## config.mk

```make
export PLATFORM = sky130hd
export DESIGN_NAME = sem_fifo
export DESIGN_NICKNAME = d
export VERILOG_FILES = /design/src/rtl/sem_pkg.sv /design/src/rtl/sem_fifo.sv
export SDC_FILE = /design/constraint.sdc
export NUM_CORES = 1
export LEC_CHECK = 0
export BUFFER_PORTS_ARGS = -buffer_cell sky130_fd_sc_hd__buf_2
export CAP_MARGIN = 20
export CORE_ASPECT_RATIO = 1.25
export CORE_MARGIN = 1.5
export CORE_UTILIZATION = 57
export CTS_CLUSTER_SIZE = 10
export DETAILED_ROUTE_END_ITERATION = 12
export PLACE_DENSITY_LB_ADDON = 0.15
export SKIP_LAST_GASP = 1
export SLEW_MARGIN = 0
export SYNTH_ARGS = -nofsm -noshare
export SYNTH_HDL_FRONTEND = slang
export SYNTH_SLANG_ARGS = --single-unit
```

## constraint.sdc

```tcl
create_clock -name clk -period 9.6 [get_ports clk]
set_input_delay 0.96 -clock clk [delete_from_list [all_inputs] [get_ports clk]]
set_output_delay 0.96 -clock clk [all_outputs]
set_load 0.005 [all_outputs]
```

## src/rtl/sem_pkg.sv

```systemverilog
// Shared types, constants and arithmetic helpers of the Sobel edge magnitude block.
package sem_pkg;

  localparam int MaxWidth   = 2048;
  localparam int MaxHeight  = 4096;
  localparam int ColW       = $clog2(MaxWidth);
  localparam int RowW       = $clog2(MaxHeight);
  localparam int CfgWidthW  = 12;
  localparam int CfgHeightW = 13;

  localparam logic [CfgWidthW-1:0]  WidthReset  = 12'd640;
  localparam logic [CfgHeightW-1:0] HeightReset = 13'd480;

  // register indexes, selected by paddr[2]
  localparam logic RegWidth  = 1'b0;
  localparam logic RegHeight = 1'b1;

  localparam int MidDepth       = 4;
  localparam int OutDepth       = 8;
  localparam int SqrtSteps      = 8;
  localparam int StepsPerStage  = 2;
  localparam int SqrtStages     = SqrtSteps / StepsPerStage;

  typedef logic [23:0] pix_t;

  typedef struct packed {
    logic [7:0] chan0;
    logic [7:0] chan1;
    logic [7:0] chan2;
  } in_word_t;

  typedef struct packed {
    logic [7:0]      edge0;
    logic [7:0]      edge1;
    logic [7:0]      edge2;
    logic [ColW-1:0] out_col;
    logic [RowW-1:0] out_row;
    logic            frame_last;
  } out_word_t;

  // one window column, top to bottom
  typedef struct packed {
    pix_t top;
    pix_t mid;
    pix_t bot;
  } col_t;

  typedef struct packed {
    logic            interior;
    logic [ColW-1:0] col;
    logic [RowW-1:0] row;
    logic            last;
  } meta_t;

  // front to back: full 3x3 neighborhood plus result tag
  typedef struct packed {
    col_t  l;
    col_t  m;
    col_t  r;
    meta_t meta;
  } win_t;

  typedef struct packed {
    logic signed [10:0] gx;
    logic signed [10:0] gy;
  } grad_t;

  typedef struct packed {
    logic [15:0] v;
    logic [15:0] r;
  } sq_t;

  // channel c of a pixel word; chan0 sits in the top byte
  function automatic logic signed [10:0] chan_px(input pix_t p, input int unsigned c);
    logic signed [10:0] x;
    x = $signed({3'b000, p[8*(2-c) +: 8]});
    return x;
  endfunction

  function automatic grad_t sobel_grad(input col_t l, input col_t m, input col_t r,
                                       input int unsigned c);
    logic signed [10:0] tl, ml, bl, tm, bm, tr, mr, br;
    grad_t g;
    tl = chan_px(l.top, c);
    ml = chan_px(l.mid, c);
    bl = chan_px(l.bot, c);
    tm = chan_px(m.top, c);
    bm = chan_px(m.bot, c);
    tr = chan_px(r.top, c);
    mr = chan_px(r.mid, c);
    br = chan_px(r.bot, c);
    g.gx = tl + (ml <<< 1) + bl - tr - (mr <<< 1) - br;
    g.gy = bl + (bm <<< 1) + br - tl - (tm <<< 1) - tr;
    return g;
  endfunction

  // one digit of the restoring square root; k counts down from SqrtSteps-1
  function automatic sq_t sqrt_step(input sq_t s, input logic [2:0] k);
    logic [15:0] b;
    logic [16:0] t;
    sq_t o;
    b = 16'd1 << {k, 1'b0};
    t = {1'b0, s.r} + {1'b0, b};
    o = s;
    if ({1'b0, s.v} >= t) begin
      o.v = s.v - t[15:0];
      o.r = (s.r >> 1) + b;
    end else begin
      o.r = s.r >> 1;
    end
    return o;
  endfunction

endpackage

```

## src/rtl/sem_fifo.sv

```systemverilog
// Short queue of window words between the front and the back.
module sem_fifo (
  input  logic          clk,
  input  logic          rst,
  input  logic          wr,
  input  sem_pkg::win_t wdata,
  output logic          full,
  input  logic          rd,
  output sem_pkg::win_t rdata,
  output logic          empty
);
  import sem_pkg::*;

  localparam int PtrW = $clog2(MidDepth);

  win_t            buf_q [MidDepth];
  logic [PtrW-1:0] wptr;
  logic [PtrW-1:0] rptr;
  logic [PtrW:0]   count;

  assign full  = (count == (PtrW+1)'(MidDepth));
  assign empty = (count == '0);
  assign rdata = buf_q[rptr];

  always_ff @(posedge clk) begin
    if (wr) begin
      buf_q[wptr] <= wdata;
    end
  end

  always_ff @(posedge clk) begin
    if (rst) begin
      wptr  <= '0;
      rptr  <= '0;
      count <= '0;
    end else begin
      if (wr) begin
        wptr <= wptr + 1'b1;
      end
      if (rd) begin
        rptr <= rptr + 1'b1;
      end
      count <= count + (PtrW+1)'(wr) - (PtrW+1)'(rd);
    end
  end

endmodule

```

==> results.yml <==
critical_path:
  end_kind: "output pin"
  reg2reg_slack_ps: 6170
  critPathLaunchType: "flip-flop"
  cp_max_fo: 67
  cp.required_ps: 8640
  timing.rr.end: "buf_q[0][140]"
  worstSetupPathType: "flip-flop to output pin"
  r2r_cells: 5
  timing.rr.start: "wptr[0]"
  crit_arrival_ps: 3250
final_layout:
  layout.area.seq_um2: 29140
  final_cell_count_no_fill: 2722
  drive_gt1_share_pct: 45.81
  nFillCells: 3851
  nNetsFinal: 2111
  multi_input_area_um2: 5674
  post-route-util_pct: 67.99
  finish.instance_area_um2: 41420
  area_growth_pct: 17.61
cts:
  h-tree-depth: 3
  path_clk_slew_ps: 50
  tritoncts: "built"
  root_buffer: "clkbuf_16"
  cts_buffers: 107
  postCtsHoldBufs: 0
  cts.sinks: 973
  cts_setup_buffers: 0
  clk_path_buf_depth: 3
  clk_latency_ps: 650
  cts_resized: 0
pwr:
  p_switching_mw: 1.916
  peakVddDrop_mv: 0.2390
  p_leak_nw: 13.81
  p_clk_share_pct: 37.7
  power_mw: 9.218
  powerDensity_nw_per_um2: 222.6
  p_int_mw: 7.302
  combPwrFrac_pct: 8.6
  sequentialPowerShare_pct: 53.7
  swShare_pct: 20.79
synthesis:
  yosysWarnings: 0
  synth_cell_types: 20
  synth-main-ff-cell: "edfxtp_1"
  async_reset_ff_share_pct: 0
  synth_edf_count: 964
  yosys-top-cells-area: "edfxtp_1 82%, mux4_2 15%, buf_6 0.70%"
  syn_avg_cell_area_um2: 27.07
  ys_seq_area_share_pct: 82.71
  synthesis.nets: 1553
  syn-cell-area_um2: 35220
  synth_top_area_share_pct: 82.20
  synthCells: 1301
  synth-seq-cells: 973
  yosysMostFrequentCell: "edfxtp_1"
  synth_common_cells: "964 x edfxtp_1, 241 x mux4_2, 26 x buf_2"
  synth_area_leader_cell: "edfxtp_1"
timing:
  whs_ps: 526.6
  slew_headroom_pct: 29.70
  rsz0062_at_grt: "false"
  fin_worst_skew_ps: 14.69
  hold_viol_final: 0
  worst_slew_pin_slew_ps: 1054
  period_needed_ps: 4206
  finalSetupViolations: 0
  timing.fmax_mhz: 237.7
  fin_crit_sh_pct: 43.82
  setup_slack_ps: 5394
  setup_tns_ps: 0
  slew_violations: 0
die:
  core-area_um2: 60910
  fp.dieArea_um2: 63290
  die_h_um: 280.9
  io-pin-count: 488
  rows: 101
  die_w_um: 225.3
  start_util_pct: 57.81
status:
  status: "finished, final reports clean"
routing:
  highest_layer: "met5"
  wl_met1_mm: 26.01
  vias_per_cell: 5.757
  drt_pre_antenna_iters: 5
  wl_per_cell_um: 25.57
  routed_wl_mm: 69.61
  post-route-drc-count: 0
  final_antenna_net_count: 0
  vias: 15670
  met3_length_mm: 6.427
  route.met2.wl_mm: 34.98
  first_iter_violations: 964
place:
  placed_cells: 2574
  place_ws_ps: 5609
  dpl.hpwl_mm: 41.81
  gp_congestion: 0.7564
  port_buffers: 487
  placed_area_um2: 38500
worst_hold_path:
  min_to: "buf_q[2][62]"
  hold_path.class: "primary input to flip-flop"
  holdPathStages: 1
  worst_hold_startpoint: "wdata[62]"
grt:
  grt_max_degree: 145
  grtUsageTotal_pct: 22.33
  grt_antenna_before_repair: 31
  overflow: 0
  first_global_vias: 16554
  grt_pass1_wl_mm: 102.8
job:
  cap_viol_max_count: 0
## critical path: stages (launching register included)
cell and delay [ps]:
dfxtp_4 790, buf_12 310, buf_4 810, mux4_2 430, buf_2 180
## cells in the final DEF, fill, tap and decap left out, drive strengths merged
cell	Yosys	routed
edfxtp	964	964
buf	48	503
mux4	241	241
clkbuf	6	131
diode	0	12
dfxtp	9	9
inv	6	7
ha	6	6
nor2	5	5
and2	4	4
clkinv	0	3
nor2b	2	2
xnor2	2	2
nor3	1	1
and3	1	1
a21bo	1	1
nand3b	1	1
a21oi	1	1
mux2i	1	1
xor3	1	1
fa	1	1
bufinv	0	1
## sequential cells by signal (all words and copies together), names as in the netlist, named ones only
| signal | flops |
|---|---|
| wptr | 2 |
| rptr | 2 |
| count | 3 |
| buf_q | 964 |
## layout make-up
cell class,instances,area share (%)
tap,824,2.489
antenna,12,0.07251
clock buffer,131,6.734
timing repair buffer,503,6.356
inverter,6,0.05438
sequential,973,70.35
multi-input combinational,268,13.70
clock inverter,5,0.2447
## worst max-delay path by stage
stage | endpoint | slack, ps | cells after the start
final | rdata[54] | 5390 | 4
after global routing | rdata[185] | 5140 | 3
after CTS | rdata[185] | 5270 | 3
after detailed placement | buf_q[0][2] | 5610 | 4
after global placement | buf_q[0][2] | 5570 | 4
after floorplan | buf_q[0][0] | 2560 | 1
## cell families (layout without fill, tap and decap cells)
kind of cell    count (synthesis)  after routing  synth area share, %
compound gates                  2              2              0.04262
flops                         973            973                82.71
other cells                     0             12                    0
mux                           242            242                15.44
xor+xnor                        3              3               0.1173
fa+ha+maj                       7              7               0.2700
buf+inv                        60            645                1.201
simple gates                   14             14               0.2132
## power by group through the flow
| stage | clock network [mW] | registers, mW | logic (mW) |
|---|---|---|---|
| 3_5_place_dp | 0 | 5.04 | 0.808 |
| 3_3_place_gp | 0 | 5.03 | 0.796 |
| 6_report | 3.47 | 4.95 | 0.792 |
| 2_1_floorplan | 0 | 5.05 | 0.453 |
| 5_1_grt | 3.69 | 4.97 | 0.858 |
| 4_1_cts | 3.55 | 4.96 | 0.813 |
## metal layers
layer	track usage [%]	vias to the layer above
li1	-	6756
met4	7.778	42
met3	7.987	143
met1	28.10	8180
met5	0	-
met2	36.23	549
Note: power is estimated with default switching activity, not from simulation.
