[config.mk]
export PLATFORM = sky130hd
export DESIGN_NAME = sem_back
export DESIGN_NICKNAME = d
export VERILOG_FILES = /design/src/rtl/sem_pkg.sv /design/src/rtl/sem_back.sv
export SDC_FILE = /design/constraint.sdc
export NUM_CORES = 2
export LEC_CHECK = 0
export BUFFER_PORTS_ARGS = -buffer_cell sky130_fd_sc_hd__buf_2
export CORE_ASPECT_RATIO = 1.1
export CORE_MARGIN = 1.5
export CORE_UTILIZATION = 60
export DETAILED_ROUTE_END_ITERATION = 16
export PLACE_DENSITY = 0.78
export SYNTH_ARGS = -nofsm -noshare
export SYNTH_HDL_FRONTEND = slang
export SYNTH_SLANG_ARGS = --single-unit
[constraint.sdc]
create_clock -name clk -period 7.03 [get_ports clk]
set_input_delay 1.406 -clock clk [delete_from_list [all_inputs] [get_ports clk]]
set_output_delay 1.406 -clock clk [all_outputs]
set_load 0.01 [all_outputs]
[src/rtl/sem_pkg.sv]
// Shared types, constants and arithmetic helpers of the Sobel edge magnitude block.
package sem_pkg;

  localparam int MaxWidth   = 2048;
  localparam int MaxHeight  = 4096;
  localparam int ColW       = $clog2(MaxWidth);
  localparam int RowW       = $clog2(MaxHeight);
  localparam int CfgWidthW  = 12;
  localparam int CfgHeightW = 13;

  localparam logic [CfgWidthW-1:0]  WidthReset  = 12'd640;
  localparam logic [CfgHeightW-1:0] HeightReset = 13'd480;

  // register indexes, selected by paddr[2]
  localparam logic RegWidth  = 1'b0;
  localparam logic RegHeight = 1'b1;

  localparam int MidDepth       = 4;
  localparam int OutDepth       = 8;
  localparam int SqrtSteps      = 8;
  localparam int StepsPerStage  = 2;
  localparam int SqrtStages     = SqrtSteps / StepsPerStage;

  typedef logic [23:0] pix_t;

  typedef struct packed {
    logic [7:0] chan0;
    logic [7:0] chan1;
    logic [7:0] chan2;
  } in_word_t;

  typedef struct packed {
    logic [7:0]      edge0;
    logic [7:0]      edge1;
    logic [7:0]      edge2;
    logic [ColW-1:0] out_col;
    logic [RowW-1:0] out_row;
    logic            frame_last;
  } out_word_t;

  // one window column, top to bottom
  typedef struct packed {
    pix_t top;
    pix_t mid;
    pix_t bot;
  } col_t;

  typedef struct packed {
    logic            interior;
    logic [ColW-1:0] col;
    logic [RowW-1:0] row;
    logic            last;
  } meta_t;

  // front to back: full 3x3 neighborhood plus result tag
  typedef struct packed {
    col_t  l;
    col_t  m;
    col_t  r;
    meta_t meta;
  } win_t;

  typedef struct packed {
    logic signed [10:0] gx;
    logic signed [10:0] gy;
  } grad_t;

  typedef struct packed {
    logic [15:0] v;
    logic [15:0] r;
  } sq_t;

  // channel c of a pixel word; chan0 sits in the top byte
  function automatic logic signed [10:0] chan_px(input pix_t p, input int unsigned c);
    logic signed [10:0] x;
    x = $signed({3'b000, p[8*(2-c) +: 8]});
    return x;
  endfunction

  function automatic grad_t sobel_grad(input col_t l, input col_t m, input col_t r,
                                       input int unsigned c);
    logic signed [10:0] tl, ml, bl, tm, bm, tr, mr, br;
    grad_t g;
    tl = chan_px(l.top, c);
    ml = chan_px(l.mid, c);
    bl = chan_px(l.bot, c);
    tm = chan_px(m.top, c);
    bm = chan_px(m.bot, c);
    tr = chan_px(r.top, c);
    mr = chan_px(r.mid, c);
    br = chan_px(r.bot, c);
    g.gx = tl + (ml <<< 1) + bl - tr - (mr <<< 1) - br;
    g.gy = bl + (bm <<< 1) + br - tl - (tm <<< 1) - tr;
    return g;
  endfunction

  // one digit of the restoring square root; k counts down from SqrtSteps-1
  function automatic sq_t sqrt_step(input sq_t s, input logic [2:0] k);
    logic [15:0] b;
    logic [16:0] t;
    sq_t o;
    b = 16'd1 << {k, 1'b0};
    t = {1'b0, s.r} + {1'b0, b};
    o = s;
    if ({1'b0, s.v} >= t) begin
      o.v = s.v - t[15:0];
      o.r = (s.r >> 1) + b;
    end else begin
      o.r = s.r >> 1;
    end
    return o;
  endfunction

endpackage

[src/rtl/sem_back.sv]
// Back: Sobel gradients, squared magnitude, pipelined square root and result queue.
module sem_back (
  input  logic               clk,
  input  logic               rst,
  input  logic               q_empty,
  input  sem_pkg::win_t      q_data,
  output logic               q_pop,
  output logic               empty,
  input  logic               pop,
  output sem_pkg::out_word_t result
);
  import sem_pkg::*;

  localparam int OPtrW = $clog2(OutDepth);

  // words taken from the queue and not yet popped at the output
  logic [OPtrW:0] reserved;

  logic  v1;
  grad_t g1 [3];
  meta_t m1;

  logic  [21:0] sqsum [3];
  logic         sv [SqrtStages+1];
  sq_t          ss [SqrtStages+1][3];
  meta_t        sm [SqrtStages+1];

  out_word_t      obuf [OutDepth];
  logic [OPtrW-1:0] wptr;
  logic [OPtrW-1:0] rptr;
  logic [OPtrW:0]   ocount;
  out_word_t      done;
  logic           out_pop;

  assign q_pop   = !q_empty && (reserved < (OPtrW+1)'(OutDepth));
  assign empty   = (ocount == '0);
  assign out_pop = pop && !empty;
  assign result  = obuf[rptr];

  always_comb begin
    for (int c = 0; c < 3; c++) begin
      sqsum[c] = 22'($signed(g1[c].gx) * $signed(g1[c].gx))
               + 22'($signed(g1[c].gy) * $signed(g1[c].gy));
    end
  end

  always_ff @(posedge clk) begin
    for (int c = 0; c < 3; c++) begin
      g1[c]      <= sobel_grad(q_data.l, q_data.m, q_data.r, c);
      ss[0][c].v <= sqsum[c][20:5];
      ss[0][c].r <= '0;
    end
    m1    <= q_data.meta;
    sm[0] <= m1;
    for (int k = 0; k < SqrtStages; k++) begin
      for (int c = 0; c < 3; c++) begin
        ss[k+1][c] <= sqrt_step(sqrt_step(ss[k][c], 3'(SqrtSteps - 1 - StepsPerStage*k)),
                                3'(SqrtSteps - 2 - StepsPerStage*k));
      end
      sm[k+1] <= sm[k];
    end
  end

  always_ff @(posedge clk) begin
    if (rst) begin
      v1 <= 1'b0;
      for (int k = 0; k <= SqrtStages; k++) begin
        sv[k] <= 1'b0;
      end
    end else begin
      v1    <= q_pop;
      sv[0] <= v1;
      for (int k = 0; k < SqrtStages; k++) begin
        sv[k+1] <= sv[k];
      end
    end
  end

  always_comb begin
    done.edge0      = sm[SqrtStages].interior ? ss[SqrtStages][0].r[7:0] : 8'd0;
    done.edge1      = sm[SqrtStages].interior ? ss[SqrtStages][1].r[7:0] : 8'd0;
    done.edge2      = sm[SqrtStages].interior ? ss[SqrtStages][2].r[7:0] : 8'd0;
    done.out_col    = sm[SqrtStages].col;
    done.out_row    = sm[SqrtStages].row;
    done.frame_last = sm[SqrtStages].last;
  end

  always_ff @(posedge clk) begin
    if (sv[SqrtStages]) begin
      obuf[wptr] <= done;
    end
  end

  always_ff @(posedge clk) begin
    if (rst) begin
      wptr     <= '0;
      rptr     <= '0;
      ocount   <= '0;
      reserved <= '0;
    end else begin
      if (sv[SqrtStages]) begin
        wptr <= wptr + 1'b1;
      end
      if (out_pop) begin
        rptr <= rptr + 1'b1;
      end
      ocount   <= ocount + (OPtrW+1)'(sv[SqrtStages]) - (OPtrW+1)'(out_pop);
      reserved <= reserved + (OPtrW+1)'(q_pop) - (OPtrW+1)'(out_pop);
    end
  end

endmodule

==> qor.yml <==
outcome: "finished, final reports clean"
min_path_cells: 0
grt_pass1_wl_mm: 205
worstMarginPinSlew_ps: 1030
rsz0062_at_grt: "false"
ys_warn_count: 0
path_max_fanout: 10
cts.sinks: 875
die_h_microns: 341
rr_worst_depth: 22
maxCapViolations: 0
holdPathEnd: "sm[0][26]"
tns_ps: 0
firstDrtPassIters: 5
clkTransAtPathRegs_ps: 70
top_layer: "met5"
synth_area_leaders: "fa_1 28%, edfxtp_1 18%, dfxtp_1 16%"
reg2reg_to: "ss[0][30]"
crit_arrival_ps: 7310
numCtsBuffers: 86
io_pins: 295
ff_latch_area_sq_mm: 0.0214
io_buffers: 270
post-dp-hpwl_mm: 92.0
regToRegSetupSlack_ps: 310
setup_violations: 0
cp_num_buf_inv: 5
netlist_area_sq_mm: 0.0624
area_growth_syn_to_layout_pct: 10.3
critPathMaxStageDelay_ps: 560
ys_types: 88
synth_most_common_cell: "inv_1"
vias: 37949
crit_path_frequent_cell: "fa_1"
worstPathRequired_ps: 7620
ctsLongestPathBuffers: 3
htreeDepth: 3
finalClockSkew_ps: 42.9
multi_input_area_sq_mm: 0.0360
synth_top_cell_by_area: "fa_1"
timing.rr.start: "g1[0][49]"
initial_utilization_pct: 60.8
grt_pass1_vias: 41849
overflow: 0
dieWidth_microns: 311
hp-class: "register to register"
drt.antenna.violating_nets: 0
wl_met2_mm: 65.1
cts_tree: "yes"
synth_top_area_share_pct: 27.7
wirelength_met1_mm: 47.0
wl_mm: 121
seq_area_frac_synth_pct: 34.2
hp-start: "sm[0][1]"
post-route-period-util_pct: 95.6
cp-end-kind: "register"
coreArea_sq_mm: 0.103
cp_slowest_cell: "dfxtp_1"
root_buffer: "clkbuf_16"
hold_viol_final: 0
syn_avg_cell_area_sq_um: 11.5
gp_congestion: 0.893
post_drt_wl_per_cell_microns: 16.9
cp_top_family: "adder cells"
crit_type: "register to register"
track_usage_pct: 24.0
clock_latency_ps: 670
vias_per_cell: 5.28
fillers: 7504
rows: 123
synth_seq_cells: 875
wl_met3_mm: 5.44
grt_max_degree: 70
fmax_mhz: 149
post_cts_buffers: 0
syn_nets: 6958
cp-start-kind: "register"
dieArea_sq_mm: 0.106
drc: 0
period_needed_ps: 6720
antenna_found_initial: 3
synthTopCellsByCount: "1244 x inv_1, 863 x fa_1, 491 x dfxtp_1, 439 x ha_1, 384 x edfxtp_1"
async_flop_share_pct: 0
drt-initial-drc-count: 1941
drive_above_1_share_pct: 12.0
max_slew_margin_pct: 31.6
nets: 7286
finalMaxSlewViolations: 0
synth_cells: 5411
worstPathCellList: "nand2_1 > fa_1 > inv_1 > fa_1 > inv_1 > fa_1 > inv_1 > fa_1 > fa_1 > inv_1 > fa_1 > fa_1 > inv_1 > ha_1 > and3_1 > a21oi_1 > a21oi_1 > a41o_1 > o41a_1 > a21o_1 > a21oi_1 > xnor2_1"
synthFlopType: "dfxtp_1"
synth-edff-count: 384
==> worst max path at each step <==
stage / startpoint / endpoint / cells after the start
3_3_place_gp: g1[0][47] / ss[0][30] / 22
6_report: g1[0][49] / ss[0][30] / 22
2_1_floorplan: g1[0][54] / ss[0][31] / 21
5_1_grt: g1[0][63] / ss[0][31] / 23
4_1_cts: g1[0][34] / ss[0][62] / 22
3_5_place_dp: g1[0][34] / ss[0][62] / 22
==> routing by layer <==
metal,GRT usage (%),vias to the layer above
li1,-,17770
met1,28.2,18958
met2,45.2,962
met3,2.90,255
met4,8.57,4
met5,0,-
==> cells in the final DEF, fill, tap and decap left out, types with 23 or more instances in the layout <==
cell type	instances
inv_1	1244
fa_1	863
dfxtp_1	480
ha_1	439
edfxtp_1	384
nand2_1	278
buf_2	270
nor2_1	205
xnor2_1	188
a21oi_1	168
and2_1	148
mux4_2	96
nor2b_1	94
clkbuf_16	91
o21ai_0	82
buf_4	81
xor2_1	75
mux2_2	53
nor3_1	47
nand2b_1	33
nand3_1	30
a21o_1	27
and3_1	26
o21a_1	24
mux2i_1	23
nor4_1	23
==> registers in the layout, indices dropped and copies added (netlist names), 3 cells and up, named ones only <==
register / count
g1: 66
m1: 25
obuf: 384
ocount: 4
reserved: 4
rptr: 3
sm: 125
ss: 252
sv: 5
wptr: 3
==> cell type report <==
cell class	count	area share [%]
multi-input combinational	3179	52.3
antenna	1	0.00363
sequential	875	31.0
tap	1375	2.50
timing repair buffer	351	2.85
inverter	1246	6.79
clock buffer	116	3.60
clock inverter	45	0.910
==> metrics by stage <==
step	util (%)	std cells	hold slack (ps)	setup slack (ps)	area (sq um)
global placement	64.0	7026	310	303	65700
detailed placement	64.0	7026	312	269	65700
floorplan	-	5411	310	559	62400
global route	67.1	7187	327	5.31	68900
finish	67.1	7188	324	308	68900
CTS	67.1	7187	316	246	68900
==> repair_timing <==
action,in CTS,in global routing
hold buffers,0,0
gates resized for setup,0,9
endpoints found under the setup margin,0,5
==> logic make-up (layout without fill, tap and decap cells) <==
kind of cell / count (synthesis) / count (layout) / synth area share (%)
fa+ha+maj: 1302 / 1302 / 36.5
other cells: 0 / 1 / 0
compound gates: 437 / 437 / 4.36
flops: 875 / 875 / 34.2
buf+inv: 1357 / 1758 / 8.20
mux: 173 / 173 / 4.81
xor+xnor: 263 / 263 / 3.69
simple gates: 1004 / 1004 / 8.27
Power is not shown: default switching activity piles up to over one toggle a cycle in this logic, so the estimate is an artifact.
